### config.mk
export PLATFORM = sky130hd
export DESIGN_NAME = lts_ctrl
export DESIGN_NICKNAME = d
export VERILOG_FILES = /design/src/sv/lts_pkg.sv /design/src/sv/lts_ctrl.sv
export SDC_FILE = /design/constraint.sdc
export NUM_CORES = 1
export LEC_CHECK = 0
export ABC_AREA = 1
export BUFFER_PORTS_ARGS = -buffer_cell sky130_fd_sc_hd__buf_4
export CORE_AREA = 3 3 44 46
export DETAILED_ROUTE_END_ITERATION = 10
export DIE_AREA = 0 0 47 49
export PLACE_DENSITY = 0.94
export SLEW_MARGIN = 25
export SYNTH_ARGS = -nofsm -noshare
export SYNTH_HDL_FRONTEND = slang
export SYNTH_SLANG_ARGS = --single-unit
### constraint.sdc
create_clock -name clk -period 4.25 [get_ports clk]
set_clock_uncertainty 0.1 [all_clocks]
set_input_delay 0.85 -clock clk [delete_from_list [all_inputs] [get_ports clk]]
set_output_delay 0.85 -clock clk [all_outputs]
set_load 0.02 [all_outputs]
### src/sv/lts_pkg.sv
// Shared types and constants for the latency trace statistics block.
`timescale 1ns / 1ps
`default_nettype none

package lts_pkg;

	localparam int TIME_BITS     = 48;
	localparam int KIND_BITS     = 3;
	localparam int NUM_KINDS     = 8;
	localparam int TRACE_DEPTH   = 1024;
	localparam int IDX_BITS      = 10;
	localparam int CNT_BITS      = 11;
	localparam int ADDR_BITS     = KIND_BITS + IDX_BITS;
	localparam int SUM_BITS      = 64;
	localparam int WIDE_BITS     = 128;
	localparam int OPB_BITS      = 64;
	localparam int DVS_BITS      = 32;
	localparam int ITER_BITS     = 8;
	localparam int MUL_ITERS     = 64;
	localparam int DIV_ITERS     = 128;
	localparam int SQRT_ITERS    = 64;
	localparam int IN_DATA_BITS  = 56;
	localparam int IN_USER_BITS  = 1;
	localparam int OUT_DATA_BITS = 256;
	localparam int STATUS_BITS   = 2;

	localparam logic OP_RECORD = 1'b0;
	localparam logic OP_REPORT = 1'b1;

	typedef enum logic [STATUS_BITS-1:0] {
		STAT_OK         = 2'd0,
		STAT_EMPTY      = 2'd1,
		STAT_INCOHERENT = 2'd2
	} status_t;

	typedef enum logic [3:0] {
		ST_IDLE,
		ST_CHECK,
		ST_ISSUE,
		ST_PIPE,
		ST_SQ,
		ST_SQ_WAIT,
		ST_JOB,
		ST_JOB_WAIT,
		ST_SEL_INIT,
		ST_SEL_RUN,
		ST_SEL_STEP,
		ST_OUT
	} state_t;

	typedef enum logic [2:0] {
		JOB_SQ,
		JOB_MEAN,
		JOB_NS2,
		JOB_SS,
		JOB_NN1,
		JOB_DIVV,
		JOB_SQRT
	} job_t;

	typedef enum logic [1:0] {
		ALU_MUL,
		ALU_DIV,
		ALU_SQRT
	} alu_op_t;

	typedef struct packed {
		logic setup;
		logic issue;
		logic sel_mode;
		logic alu_start;
		job_t job;
		logic sel_init;
		logic sel_b;
		logic sel_step;
		logic load_out;
	} cmd_t;

	typedef struct packed {
		logic is_report;
		logic incoherent;
		logic empty;
		logic idx_end;
		logic pipe_busy;
		logic alu_done;
		logic sel_last;
		logic n_even;
		logic n_multi;
		logic out_free;
	} stat_t;

endpackage

`default_nettype wire

### src/sv/lts_ctrl.sv
// Controller state machine sequencing the report computation.
`timescale 1ns / 1ps
`default_nettype none

module lts_ctrl (
	input  wire logic             clk,
	input  wire logic             arst_n,
	input  wire logic             accept,
	input  wire lts_pkg::stat_t   stat,
	output lts_pkg::cmd_t         cmd,
	output logic                  s_tready
);

	lts_pkg::state_t state_q, state_d;
	lts_pkg::job_t   job_q, job_d;
	logic            which_q, which_d;

	always_ff @(posedge clk or negedge arst_n) begin
		if (!arst_n) begin
			state_q <= lts_pkg::ST_IDLE;
			job_q   <= lts_pkg::JOB_SQ;
			which_q <= 1'b0;
		end else begin
			state_q <= state_d;
			job_q   <= job_d;
			which_q <= which_d;
		end
	end

	always_comb begin
		state_d = state_q;
		job_d   = job_q;
		which_d = which_q;
		case (state_q)
			lts_pkg::ST_IDLE: begin
				if (accept && stat.is_report) begin
					state_d = lts_pkg::ST_CHECK;
				end
			end
			lts_pkg::ST_CHECK: begin
				if (stat.incoherent || stat.empty) begin
					state_d = lts_pkg::ST_OUT;
				end else begin
					state_d = lts_pkg::ST_ISSUE;
				end
			end
			lts_pkg::ST_ISSUE: state_d = lts_pkg::ST_PIPE;
			lts_pkg::ST_PIPE: begin
				state_d = lts_pkg::ST_SQ;
				job_d   = lts_pkg::JOB_SQ;
			end
			lts_pkg::ST_SQ: state_d = lts_pkg::ST_SQ_WAIT;
			lts_pkg::ST_SQ_WAIT: begin
				if (stat.alu_done) begin
					if (stat.idx_end) begin
						state_d = lts_pkg::ST_JOB;
						job_d   = lts_pkg::JOB_MEAN;
					end else begin
						state_d = lts_pkg::ST_ISSUE;
					end
				end
			end
			lts_pkg::ST_JOB: state_d = lts_pkg::ST_JOB_WAIT;
			lts_pkg::ST_JOB_WAIT: begin
				if (stat.alu_done) begin
					state_d = lts_pkg::ST_JOB;
					case (job_q)
						lts_pkg::JOB_MEAN: begin
							state_d = lts_pkg::ST_SEL_INIT;
							which_d = 1'b0;
						end
						lts_pkg::JOB_NS2:  job_d = lts_pkg::JOB_SS;
						lts_pkg::JOB_SS:   job_d = lts_pkg::JOB_NN1;
						lts_pkg::JOB_NN1:  job_d = lts_pkg::JOB_DIVV;
						lts_pkg::JOB_DIVV: job_d = lts_pkg::JOB_SQRT;
						default:           state_d = lts_pkg::ST_OUT;
					endcase
				end
			end
			lts_pkg::ST_SEL_INIT: state_d = lts_pkg::ST_SEL_RUN;
			lts_pkg::ST_SEL_RUN: begin
				if (stat.idx_end && !stat.pipe_busy) begin
					state_d = lts_pkg::ST_SEL_STEP;
				end
			end
			lts_pkg::ST_SEL_STEP: begin
				if (!stat.sel_last) begin
					state_d = lts_pkg::ST_SEL_RUN;
				end else if (!which_q && stat.n_even) begin
					state_d = lts_pkg::ST_SEL_INIT;
					which_d = 1'b1;
				end else if (stat.n_multi) begin
					state_d = lts_pkg::ST_JOB;
					job_d   = lts_pkg::JOB_NS2;
				end else begin
					state_d = lts_pkg::ST_OUT;
				end
			end
			lts_pkg::ST_OUT: begin
				if (stat.out_free) begin
					state_d = lts_pkg::ST_IDLE;
				end
			end
			default: state_d = lts_pkg::ST_IDLE;
		endcase
	end

	always_comb begin
		cmd           = '0;
		cmd.job       = job_q;
		cmd.sel_b     = which_q;
		s_tready      = 1'b0;
		case (state_q)
			lts_pkg::ST_IDLE:     s_tready = 1'b1;
			lts_pkg::ST_CHECK:    cmd.setup = 1'b1;
			lts_pkg::ST_ISSUE:    cmd.issue = 1'b1;
			lts_pkg::ST_SQ:       cmd.alu_start = 1'b1;
			lts_pkg::ST_JOB:      cmd.alu_start = 1'b1;
			lts_pkg::ST_SEL_INIT: cmd.sel_init = 1'b1;
			lts_pkg::ST_SEL_RUN: begin
				cmd.sel_mode = 1'b1;
				cmd.issue    = ~stat.idx_end;
			end
			lts_pkg::ST_SEL_STEP: cmd.sel_step = 1'b1;
			lts_pkg::ST_OUT:      cmd.load_out = stat.out_free;
			default:              s_tready = 1'b0;
		endcase
	end

endmodule

`default_nettype wire

==> results of run 1 <==
==> cell usage after synthesis <==
cell,n
o21ai_0,1
o31ai_1,1
nor2_2,5
nand3_1,18
nand4_1,2
dfrtp_1,8
buf_4,2
nor3_1,1
a21oi_1,1
nor2_4,3
nand3_2,2
inv_1,18
nand2_1,56
o21ai_2,1
inv_2,5
nand2_4,2
nand2_2,7
nor2_1,15
xor2_1,1
ha_1,1
==> cell type report <==
type | count | area share (%)
multi-input cells | 117 | 52.9
well taps | 16 | 1.85
flip-flops and latches | 8 | 18.5
repair buffers | 24 | 16.6
inverters | 23 | 7.98
clock buffers | 3 | 2.08
==> worst max path at each step <==
stage          slack [ps]  cells after the start              startpoint  endpoint
2_1_floorplan        1870                      1                 stat[6]    cmd[9]
3_3_place_gp         1940                      3                 stat[6]    cmd[9]
3_5_place_dp         1910                      3                 stat[6]    cmd[9]
4_1_cts              1870                      4  state_q[2]$_DFFE_PN0P_    cmd[9]
5_1_grt              1760                      5  state_q[1]$_DFFE_PN0P_    cmd[9]
6_report             1850                      5  state_q[1]$_DFFE_PN0P_    cmd[9]
==> per-layer routing <==
metal / global-route usage (%) / wire length [um]
met1: 24.0 / 863
met2: 32.6 / 1090
met3: 6.64 / 231
met4: 8.29 / 74
met5: 0 / 0
==> stage by stage <==
| stage | std cells | worst slack [ps] | power, mW | instance area (um^2) | hold WS (ps) |
|---|---|---|---|---|---|
| floorplan | 150 | 1870 | 0.474 | 875 | 363 |
| global placement | 188 | 1940 | 0.584 | 1060 | 385 |
| global route | 191 | 1760 | 0.717 | 1080 | 286 |
| finish | 191 | 1850 | 0.660 | 1080 | 297 |
| CTS | 191 | 1870 | 0.658 | 1080 | 293 |
| detailed placement | 188 | 1910 | 0.595 | 1060 | 398 |
==> placed cells by master (no fill, tap or decap) <==
| cell | synthesis | final |
|---|---|---|
| xor2_1 | 1 | 1 |
| clkbuf_4 | 0 | 3 |
| o21ai_2 | 1 | 1 |
| inv_1 | 18 | 18 |
| nand4_1 | 2 | 2 |
| nand2_4 | 2 | 2 |
| nor2_1 | 15 | 15 |
| nand3_1 | 18 | 18 |
| dfrtp_1 | 8 | 8 |
| ha_1 | 1 | 1 |
| nor2_4 | 3 | 3 |
| o31ai_1 | 1 | 1 |
| nand3_2 | 2 | 2 |
| nor2_2 | 5 | 5 |
| nand2_2 | 7 | 7 |
| a21oi_1 | 1 | 1 |
| inv_2 | 5 | 5 |
| buf_4 | 2 | 24 |
| o21ai_0 | 1 | 1 |
| nand2_1 | 56 | 56 |
| nor3_1 | 1 | 1 |
==> flip-flops by register name, summed over array words and instances (netlist names) <==
register,cells
state_q,4
which_q,1
job_q,3
==> worst max-delay path: cells and delay by family, from the launching register on <==
family / cells / cell delay (ps)
compound gates: 1 / 90
buf+inv: 2 / 320
flops: 1 / 420
simple gates: 2 / 390
==> where the power goes <==
| part | total [mW] | switching, mW | leakage [nW] | internal, mW |
|---|---|---|---|---|
| registers | 0.154 | 0.0484 | 0.105 | 0.105 |
| logic | 0.450 | 0.292 | 0.539 | 0.158 |
| clock network | 0.0569 | 0.0247 | 0.0138 | 0.0322 |
| total | 0.660 | 0.365 | 0.658 | 0.295 |
==> cell families (layout without fill, tap and decap cells) <==
family	count (synthesis)	after routing	synth area share, %
compound gates	4	4	3.00
xor+xnor	1	1	1.00
flops	8	8	22.9
simple gates	111	111	60.1
buf+inv	25	50	11.6
fa+ha+maj	1	1	1.43
==> metrics.log, run 1 <==
[metrics] area used by sequential logic in the layout: between 200 and 250 um^2
[metrics] total setup violations reported at the end of the flow: 0
[metrics] hold buffer count at CTS: 0
[metrics] drt total wl: around 2300 um
[metrics] Clock H-tree levels: 1
[metrics] RR Endpoint: job_q[0]$_DFFE_PN0P_
[metrics] Std-Cell Rows: 14
[metrics] Max Clock Freq: 0.416 GHz
[metrics] initial standard-cell utilization of the core: 56.7%
[metrics] growth of design area from synthesis to finish: 23.7%
[metrics] Final Max Slew Viols: 0
[metrics] top-level port count: 25
[metrics] detailed-route DRC error count: 0
[metrics] chip width: around 47 um
[metrics] Inserted Diodes: 0
[metrics] Final Cycle Share: 56.6%
[metrics] mean instance size in the synthesized netlist: 5.83 um^2
[metrics] Slew Limit Headroom: 78.9%
[metrics] maximum number of pins on one net before global-route repair: 9
[metrics] power density over cell area: 610 mW/mm^2
[metrics] vertical die dimension: approximately 49 um
[metrics] die area: ~0.0023 mm^2
[metrics] layout filler cell count: 131
[metrics] multi-input gate area in the final layout: 573 um^2
[metrics] unrepaired setup endpoints after global routing: false
[metrics] remaining antenna violation count: 0
[metrics] Floorplan Core Area: 0.00154 mm^2
[metrics] Crit-path slowest cell: dfrtp_1
[metrics] Pre-Repair DR Iteration Count: 4
[metrics] fin nets: 191
[metrics] total number of vias: 1026
[metrics] Post-Syn Instances: 150
[metrics] via count of the first global-routing pass: 942
[metrics] Worst-Skew Late Latency: between 200 and 300 ps
[metrics] antenna violations before repair: 0
[metrics] Clock Tree Buf Depth: 2
[metrics] final global-route overflow total: 0
[metrics] number of max-capacitance violations reported: 0
[metrics] clock transition at the register clock pins on the worst setup and hold paths after CTS: ~60 ps
[metrics] shortest clock period the worst path allows after layout: 2400 ps
[metrics] cell taking the most area after synthesis: nand2_1
[metrics] hold violation count in the final report: 0
[metrics] Worst Reg-to-Reg Cells: 7
[metrics] delay of the slowest critical-path stage: ~420 ps
[metrics] Routed wire per std cell: 11.8 um
[metrics] clock root buffer master: clkbuf_4
[metrics] layout cell share with drive strength beyond 1: 29.7%
[metrics] Crit Path Class: flop to output port
[metrics] outcome: completed
[metrics] first-pass GRT wire length: 3500 um
[metrics] Yosys top cell area share: 24.0%
[metrics] Num Clock Sinks: 8
[metrics] class of the tightest hold or removal check: primary input to async pin
[metrics] post-cts sizing count: 0
[metrics] post-CTS setup buffer count: 0
[metrics] GRT Overall Usage: 20.3%
[metrics] number of buffers added on ports: 24
[metrics] required time of the critical path: 3300 ps
[metrics] cells traversed along the worst timing path: inv_1 -> nor2_1 -> nand2_1 -> o31ai_1 -> buf_4
[metrics] HPWL Detailed: 1830 um
[metrics] Final GP Congestion: 0.876
[metrics] clock buffer count from CTS: 3
[metrics] slack of the worst reg-to-reg path: 2600 ps
[metrics] synth warn: 0
[metrics] cells taking the most area after synthesis: nand2_1 (24%), dfrtp_1 (23%), nand3_1 (10%)
[metrics] TritonCTS clock tree: yes
[metrics] initial drt markers: 27
[metrics] combined area of all synthesized cells: 875 um^2
[metrics] vias per std cell: ~5.4
[metrics] library cells used by synthesis: 20
[metrics] synthesized netlist net count: about 160
[metrics] worst flop-to-flop path startpoint: state_q[0]$_DFFE_PN0P_
[metrics] final sum of negative setup slack: 0 ps
[metrics] IR Drop Worst-Case VDD: roughly 0.42 mV
[metrics] crit start category: flop
[metrics] worst path arrival time: around 1500 ps
[metrics] number of flip-flops and latches in the synthesized netlist: 8
[metrics] peak fanout along the critical path: 5
[metrics] sequential fraction of the synthesis area: 22.9%
[metrics] Tightest Pin Transition: 316 ps
[metrics] kind of capture point of the worst setup path: output port
[metrics] post-route core utilization: a little over two thirds
[metrics] P_leak: 0.658 nW
(Power assumes the default switching activity.)
==> inputs of run 2 (changes only) <==
--- a/config.mk
+++ b/config.mk
@@ -7,10 +7,10 @@
 export LEC_CHECK = 0
 export ABC_AREA = 1
 export BUFFER_PORTS_ARGS = -buffer_cell sky130_fd_sc_hd__buf_4
-export CORE_AREA = 3 3 44 46
+export CORE_AREA = 3 3 46 48
 export DETAILED_ROUTE_END_ITERATION = 10
-export DIE_AREA = 0 0 47 49
-export PLACE_DENSITY = 0.94
+export DIE_AREA = 0 0 49 51
+export PLACE_DENSITY = 0.87
 export SLEW_MARGIN = 25
 export SYNTH_ARGS = -nofsm -noshare
 export SYNTH_HDL_FRONTEND = slang
==> constraint.sdc (replaced) <==
create_clock -name clk -period 2.45 [get_ports clk]
set_clock_uncertainty 0.1 [all_clocks]
set_input_delay 0.49 -clock clk [delete_from_list [all_inputs] [get_ports clk]]
set_output_delay 0.49 -clock clk [all_outputs]
set_load 0.02 [all_outputs]
==> metrics.log, run 2 (synthesis gave the netlist of run 1 again) <==
[metrics] final sum of negative setup slack: 0 ps (unchanged)
[metrics] family with the most delay on the worst path: flip-flops
[metrics] initial drt markers: 38 (+41%)
[metrics] IR Drop Worst-Case VDD: 0.555 mV (+31%)
[metrics] growth of design area from synthesis to finish: 26.2%
[metrics] reported net switching power: 641 uW (+76%)
[metrics] area used by sequential logic in the layout: 200 um^2 (unchanged)
[metrics] Inserted Diodes: 0 (unchanged)
[metrics] hold violation count in the final report: 0 (unchanged)
[metrics] shortest clock period the worst path allows after layout: between 2000 and 2500 ps
[metrics] Std-Cell Rows: 15 (+1)
[metrics] most common cell after layout, fill and taps aside: nand2_1
[metrics] Crit-path slowest cell: dfrtp_1
[metrics] HPWL Detailed: 1910 um (+4.5%)
[metrics] Tightest Pin Transition: 310 ps (-5.83 ps)
[metrics] Final Cycle Share: 83.3%
[metrics] Floorplan Core Area: 0.00175 mm^2 (+13%)
[metrics] largest registers: state_q (4), job_q (3), which_q (1)
[metrics] cell internal pwr: 513 uW (+74%)
[metrics] total number of vias: 1015 (-1.1%)
[metrics] delay of the slowest critical-path stage: 420 ps (about the same)
[metrics] required time of the critical path: 1860 ps (-1440 ps)
[metrics] class of the tightest hold or removal check: flop to flop
[metrics] Final GP Congestion: 0.969 (+11%)
[metrics] via count of the first global-routing pass: 956 (+1.5%)
[metrics] commonest cells after routing, fill and taps aside: nand2_1 (56), buf_4 (24), inv_1 (18), nand3_1 (18), nor2_1 (15)
[metrics] met2 wirelength from detailed routing: 1150 um (+5.4%)
[metrics] GRT Overall Usage: 20.1% (-0.25 points)
[metrics] total setup violations reported at the end of the flow: 0 (unchanged)
[metrics] vias per std cell: 5.05 (-6.0%)
[metrics] antenna violations before repair: 0 (unchanged)
[metrics] drt total wl: 2260 um (+0.27%)
[metrics] worst path arrival time: 1450 ps (about the same)
[metrics] clock buffer count from CTS: 3 (unchanged)
[metrics] Crit Path Class: flop to output port
[metrics] chip width: 49 um (+4.3%)
[metrics] Routed wire per std cell: 11.3 um (-4.7%)
[metrics] switching share of power: 55.5% (+0.24 points)
[metrics] clock root buffer master: clkbuf_4
[metrics] peak fanout along the critical path: 5 (unchanged)
[metrics] remaining antenna violation count: 0 (unchanged)
[metrics] Num Clock Sinks: 8 (unchanged)
[metrics] top-level port count: 25 (unchanged)
[metrics] highest metal layer with signal wires: met4
[metrics] layout cell share with drive strength beyond 1: 29.5% (-0.17 points)
[metrics] flip-flop count of the largest register, all copies and words added: 4 (unchanged)
[metrics] multi-input gate area in the final layout: 573 um^2 (unchanged)
[metrics] cells traversed along the worst timing path: inv_1 -> nor2_1 -> nand2_1 -> o31ai_1 -> buf_4
[metrics] Final Max Slew Viols: 0 (unchanged)
[metrics] number of max-capacitance violations reported: 0 (unchanged)
[metrics] maximum number of pins on one net before global-route repair: 9 (unchanged)
[metrics] Clock Tree Buf Depth: 2 (unchanged)
[metrics] worst flop-to-flop path startpoint: state_q[0]$_DFFE_PN0P_
[metrics] Hold Crit Start: which_q$_DFFE_PN0P_
[metrics] fin nets: 192 (+0.52%)
[metrics] power density over cell area: 1050 mW/mm^2 (+71%)
[metrics] power share of the clock group: 9.1% (+0.5 points)
[metrics] Worst-Skew Late Latency: 270 ps (about the same)
[metrics] Slew Limit Headroom: 79.3% (+0.31 points)
[metrics] post-route core utilization: 63.2% (-7.0 points)
[metrics] number of buffers added on ports: 24 (unchanged)
[metrics] TritonCTS clock tree: yes
[metrics] Max Clock Freq: 0.490 GHz
[metrics] Clock H-tree levels: 1 (unchanged)
[metrics] layout filler cell count: 172 (+31%)
[metrics] Buf+Inv Stages, Crit Path: 2 (unchanged)
[metrics] crit start category: flop
[metrics] Logic pwr share: 68.2% (about the same)
[metrics] post-cts sizing count: 0 (unchanged)
[metrics] proportion of power drawn by flip-flops and latches: 22.7% (-0.6 points)
[metrics] die area: 0.00250 mm^2 (+8.5%)
[metrics] register with the highest flop count: state_q
[metrics] Met3 Wirelength: 148 um (-36%)
[metrics] vertical die dimension: 51 um (+4.1%)
[metrics] outcome: completed
[metrics] initial standard-cell utilization of the core: 50.1% (-6.6 points)
[metrics] Pre-Repair DR Iteration Count: 4 (unchanged)
[metrics] post-CTS setup buffer count: 0 (unchanged)
[metrics] kind of capture point of the worst setup path: output port
[metrics] first-pass GRT wire length: 3950 um (+13%)
[metrics] unrepaired setup endpoints after global routing: false
[metrics] P_leak: 0.662 nW (+0.63%)
[metrics] final global-route overflow total: 0 (unchanged)
[metrics] met1 wire length: 952 um (+10%)
[metrics] Critical Path Start: state_q[1]$_DFFE_PN0P_
[metrics] detailed-route DRC error count: 0 (unchanged)
[metrics] clock transition at the register clock pins on the worst setup and hold paths after CTS: 60 ps (about the same)
run 2: stage by stage:
stage | instances | setup slack (ps) | hold WS [ps] | cell area (um^2) | power [mW]
after floorplan | 150 | 621 | 94.4 | 875 | 0.823
after global placement | 197 | 760 | 214 | 1070 | 1.02
after detailed placement | 197 | 718 | 215 | 1070 | 1.05
after CTS | 201 | 434 | 412 | 1100 | 1.16
after global routing | 201 | 300 | 448 | 1100 | 1.27
final | 201 | 409 | 405 | 1100 | 1.15
run 2: what timing repair did:
item	in CTS	in global routing
endpoints found under the hold margin	8	0
setup endpoints to repair	0	0
hold buffers	1	0
run 2: layer usage:
| layer | vias to the layer above | GRT usage [%] |
|---|---|---|
| met2 | 31 | 35.3 |
| met5 | - | 0 |
| met4 | 0 | 5.21 |
| li1 | 514 | - |
| met3 | 4 | 6.71 |
| met1 | 466 | 23.4 |
run 2: path summary, 6_finish.rpt:
path                       depth (start not counted)                    to  slack, ps
min in group asynchronous                          2   which_q$_DFFE_PN0P_        480
max in group asynchronous                          2  job_q[0]$_DFFE_PN0P_       1630
setup reg to reg                                   7  job_q[2]$_DFFE_PN0P_        850
hold reg to reg                                    2   which_q$_DFFE_PN0P_        400
hold / removal                                     2   which_q$_DFFE_PN0P_        400
setup / recovery                                   5                cmd[9]        410
run 2: tightest hold or removal path, cell delays in order (launching register included):
cell,delay [ps]
dfrtp_1,360
nand2_1,60
nand2_1,50
run 2: power groups by stage:
stage	Clock, mW	Sequential, mW	Combinational, mW
floorplan	0	0.261	0.562
global placement	0	0.256	0.764
detailed placement	0	0.262	0.783
CTS	0.108	0.260	0.789
global route	0.118	0.271	0.880
finish	0.105	0.262	0.787
run 2: final cells by class:
class	count	share of cell area (%)
multi-input cells	117	51.9
flip-flops and latches	8	18.1
repair buffers	25	17.2
inverters	23	7.82
well taps	25	2.83
clock buffers	3	2.04
==> inputs of run 3 (changes only) <==
--- a/config.mk
+++ b/config.mk
@@ -5,12 +5,12 @@
 export SDC_FILE = /design/constraint.sdc
 export NUM_CORES = 1
 export LEC_CHECK = 0
-export ABC_AREA = 1
+export ABC_AREA = 0
 export BUFFER_PORTS_ARGS = -buffer_cell sky130_fd_sc_hd__buf_4
-export CORE_AREA = 3 3 46 48
+export CORE_AREA = 3 3 47 49
 export DETAILED_ROUTE_END_ITERATION = 10
-export DIE_AREA = 0 0 49 51
-export PLACE_DENSITY = 0.87
+export DIE_AREA = 0 0 50 52
+export PLACE_DENSITY = 0.84
 export SLEW_MARGIN = 25
 export SYNTH_ARGS = -nofsm -noshare
 export SYNTH_HDL_FRONTEND = slang
==> constraint.sdc (replaced) <==
create_clock -name clk -period 1.7 [get_ports clk]
set_clock_uncertainty 0.1 [all_clocks]
set_input_delay 0.34 -clock clk [delete_from_list [all_inputs] [get_ports clk]]
set_output_delay 0.34 -clock clk [all_outputs]
set_load 0.02 [all_outputs]
==> metrics.log, run 3 <==
[metrics] most frequently used flop master after synthesis: dfrtp_1
[metrics] number of buffers added on ports: 24 (unchanged)
[metrics] Crit-path slowest cell: dfrtp_2
[metrics] GRT Overall Usage: 25.6% (+5.5 points)
[metrics] RR Endpoint: job_q[2]$_DFFE_PN0P_
[metrics] Clock H-tree levels: 1 (unchanged)
[metrics] class of the tightest hold or removal check: primary input to flop
[metrics] flip-flop count of the largest register, all copies and words added: 4 (unchanged)
[metrics] Worst-Skew Late Latency: 270 ps (about the same)
[metrics] Crit Path Class: flop to output port
[metrics] unrepaired setup endpoints after global routing: true
[metrics] number of max-capacitance violations reported: 0 (unchanged)
[metrics] cell taking the most area after synthesis: dfrtp_1
[metrics] Yosys top cell area share: 24.5% (+0.47 points)
[metrics] detailed-route DRC error count: 0 (unchanged)
[metrics] commonest cells in the synthesized netlist: dfrtp_1 (8), nand2_1 (8), nor2_1 (8), o21ai_0 (7)
[metrics] most common cell after layout, fill and taps aside: buf_4
[metrics] most common cell type on the critical path: buf_6
[metrics] Clock Tree Buf Depth: 2 (unchanged)
[metrics] remaining antenna violation count: 0 (unchanged)
[metrics] synth warn: 0 (unchanged)
[metrics] final cell count without fillers: 180 (-10%)
[metrics] initial standard-cell utilization of the core: 43.0% (-7.1 points)
[metrics] Tightest Pin Transition: 440 ps (+130 ps)
[metrics] area used by sequential logic in the layout: 205 um^2 (+2.5%)
[metrics] growth of design area from synthesis to finish: 76.3%
[metrics] hold violation count in the final report: 0 (unchanged)
[metrics] Pre-Repair DR Iteration Count: 4 (unchanged)
[metrics] Setup WS pre-CTS: -54.0 ps (-772 ps)
[metrics] clock buffer count from CTS: 3 (unchanged)
[metrics] layout cell share with drive strength beyond 1: 60.8% (+31 points)
[metrics] drt total wl: 3280 um (+45%)
[metrics] Slew Limit Headroom: 70.6% (-8.7 points)
[metrics] Final Cycle Share: 110%
[metrics] worst flop-to-flop path startpoint: state_q[1]$_DFFE_PN0P_
[metrics] fin nets: 169 (-12%)
[metrics] final global-route overflow total: 0 (unchanged)
[metrics] vertical die dimension: 52 um (+2.0%)
[metrics] vias per std cell: 5.84 (+16%)
[metrics] crit start category: flop
[metrics] slack of the worst reg-to-reg path: -160 ps (-1010 ps)
[metrics] Critical Path Start: state_q[1]$_DFFE_PN0P_
[metrics] kind of capture point of the worst setup path: output port
[metrics] Inserted Diodes: 0 (unchanged)
[metrics] cells taking the most area after synthesis: dfrtp_1 (25%), o21ai_0 (4.3%), a21oi_1 (3.7%)
[metrics] cell total after placement: 166 (-16%)
[metrics] peak fanout along the critical path: 5 (unchanged)
[metrics] power density over cell area: 1820 mW/mm^2 (+74%)
[metrics] sequential fraction of the synthesis area: 24.5% (+1.6 points)
[metrics] Max Clock Freq: around 0.53 GHz
[metrics] cells traversed along the worst timing path: buf_6 -> nor4b_4 -> a21oi_2 -> nor2_2 -> buf_6
[metrics] clock root buffer master: clkbuf_4
[metrics] setup slack after layout: -172 ps (-581 ps)
[metrics] busiest metal layer after global routing: met2
[metrics] combined area of all synthesized cells: 817 um^2 (-6.6%)
[metrics] die area: 0.00260 mm^2 (+4.0%)
[metrics] antenna violations before repair: 0 (unchanged)
[metrics] Levels on crit path: 5 (unchanged)
[metrics] first-pass GRT wire length: 5060 um (+28%)
[metrics] async set-or-reset flop fraction in the synthesized netlist: 100% (unchanged)
[metrics] IR Drop Worst-Case VDD: 1.15 mV (+110%)
[metrics] routing usage on met3: 2.29% (-4.4 points)
[metrics] chip width: 50 um (+2.0%)
[metrics] required time of the critical path: 1260 ps (-600 ps)
[metrics] Std-Cell Rows: 16 (+1)
[metrics] shortest clock period the worst path allows after layout: 1870 ps
[metrics] multi-input gate area in the final layout: 673 um^2 (+17%)
[metrics] HPWL Detailed: 1910 um (about the same)
[metrics] total placed instance area: 0.00118 mm^2 (+11%)
[metrics] Post-Syn Instances: 99 (-34%)
[metrics] Final Max Slew Viols: 0 (unchanged)
[metrics] maximum number of pins on one net before global-route repair: 13 (+4)
[metrics] total setup violations reported at the end of the flow: 14 (+14)
[metrics] GR Util met2: 42.2% (+6.9 points)
[metrics] Routed wire per std cell: 18.2 um (+62%)
[metrics] post-route cell area: 0.00144 mm^2 (+30%)
[metrics] mean instance size in the synthesized netlist: 8.25 um^2 (+42%)
[metrics] total number of vias: 1052 (+3.6%)
[metrics] via count of the first global-routing pass: 1044 (+9.2%)
[metrics] library cells used by synthesis: 42 (+110%)
[metrics] Post-synth EDFFs: 0 (unchanged)
[metrics] Buf+Inv Stages, Crit Path: 2 (unchanged)
[metrics] Final GP Congestion: 0.901 (-7.0%)
[metrics] TritonCTS clock tree: yes
[metrics] Fin Hold WS: 218 ps (-187 ps)
[metrics] delay of the slowest critical-path stage: 460 ps (+40 ps)
[metrics] Num Clock Sinks: 8 (unchanged)
[metrics] initial drt markers: 54 (+42%)
[metrics] last element of the critical path: cmd[9]
[metrics] top-level port count: 25 (unchanged)
[metrics] global routing usage on met1: 33.6% (+10 points)
[metrics] synthesized netlist net count: 113 (-31%)
[metrics] violated checks: setup timing
[metrics] P_leak: 0.644 nW (-2.7%)
[metrics] worst path arrival time: 1430 ps (-20 ps)
[metrics] number of flip-flops and latches in the synthesized netlist: 8 (unchanged)
[metrics] clock transition at the register clock pins on the worst setup and hold paths after CTS: 70 ps (about the same)
[metrics] family with the most delay on the worst path: flip-flops
[metrics] largest registers: state_q (4), job_q (3), which_q (1)
[metrics] Worst Reg-to-Reg Cells: 5 (-2)
[metrics] outcome: complete, but fails checks
[metrics] Floorplan Core Area: 0.00190 mm^2 (+9.0%)
[metrics] commonest cells after routing, fill and taps aside: buf_4 (45), buf_6 (12), o21ai_0 (7)
[metrics] register with the highest flop count: state_q
[metrics] layout filler cell count: 125 (-27%)
==> run 3: changes by cell type after synthesis, sizes merged, moves of 4 or more <==
cell,delta
nand2,-57
a21oi,+5
nand3,-19
nor2,-15
nor2b,+6
o21ai,+8
inv,-17
nand2b,+4
==> run 3: what timing repair did <==
item / 4_1_cts / 5_1_grt
buffers inserted: 8 / 2
endpoints found under the hold margin: 8 / 0
endpoints found under the setup margin: 14 / 15
pin swaps: 6 / 7
gates resized for setup: 23 / 12
hold buffers: 1 / 0
==> run 3: stage by stage <==
step | TNS (ps) | total power [mW] | util (%)
detailed placement | -202 | 1.89 | 62.3
floorplan | -131 | 1.33 | -
CTS | -889 | 2.37 | 72.4
global route | -1960 | 2.75 | 75.7
finish | -1530 | 2.62 | 75.7
global placement | -56.3 | 1.85 | 62.3
==> run 3: final cells by class <==
class / count / share of cell area (%)
tap: 27 / 2.35
inverter: 6 / 1.56
clock buffer: 3 / 1.56
multi-input combinational: 78 / 46.7
timing repair buffer: 58 / 33.5
sequential: 8 / 14.2
==> run 3: routing by layer <==
| layer | part of all wire, % | vias up |
|---|---|---|
| met5 | 0 | - |
| met4 | 4.5 | 0 |
| met3 | 4.8 | 17 |
| met2 | 51 | 65 |
| met1 | 39 | 503 |
| li1 | - | 467 |
==> run 3: worst reg2reg max path: cells and delay by family, from the launching register on <==
family          cells  cell delay [ps]
flops               1              460
buf+inv             1              160
mux                 1              340
simple gates        2              280
compound gates      1              390
==> run 3: worst min path at each step <==
stage	start	end	slack, ps	depth (start not counted)
6_report	stat[4]	state_q[2]$_DFFE_PN0P_	220	2
5_1_grt	stat[4]	state_q[2]$_DFFE_PN0P_	220	2
4_1_cts	stat[4]	state_q[2]$_DFFE_PN0P_	220	2
3_5_place_dp	arst_n	job_q[0]$_DFFE_PN0P_	70	1
3_3_place_gp	arst_n	job_q[0]$_DFFE_PN0P_	70	1
2_1_floorplan	arst_n	job_q[0]$_DFFE_PN0P_	-60	0
==> run 3: cells by family after synthesis <==
group	Yosys count	share of synthesized area, %
buf+inv	13	7.96
xor+xnor	1	1.07
fa+ha+maj	1	1.53
flops	8	24.5
compound gates	33	28.6
mux	4	6.13
simple gates	39	30.2
==> run 3: power breakdown <==
group / internal [mW] / switching, mW / leakage [nW]
sequential: 0.276 / 0.109 / 0.0984
combinational: 1.07 / 1.00 / 0.532
clock: 0.0819 / 0.0834 / 0.0138
total: 1.43 / 1.20 / 0.644
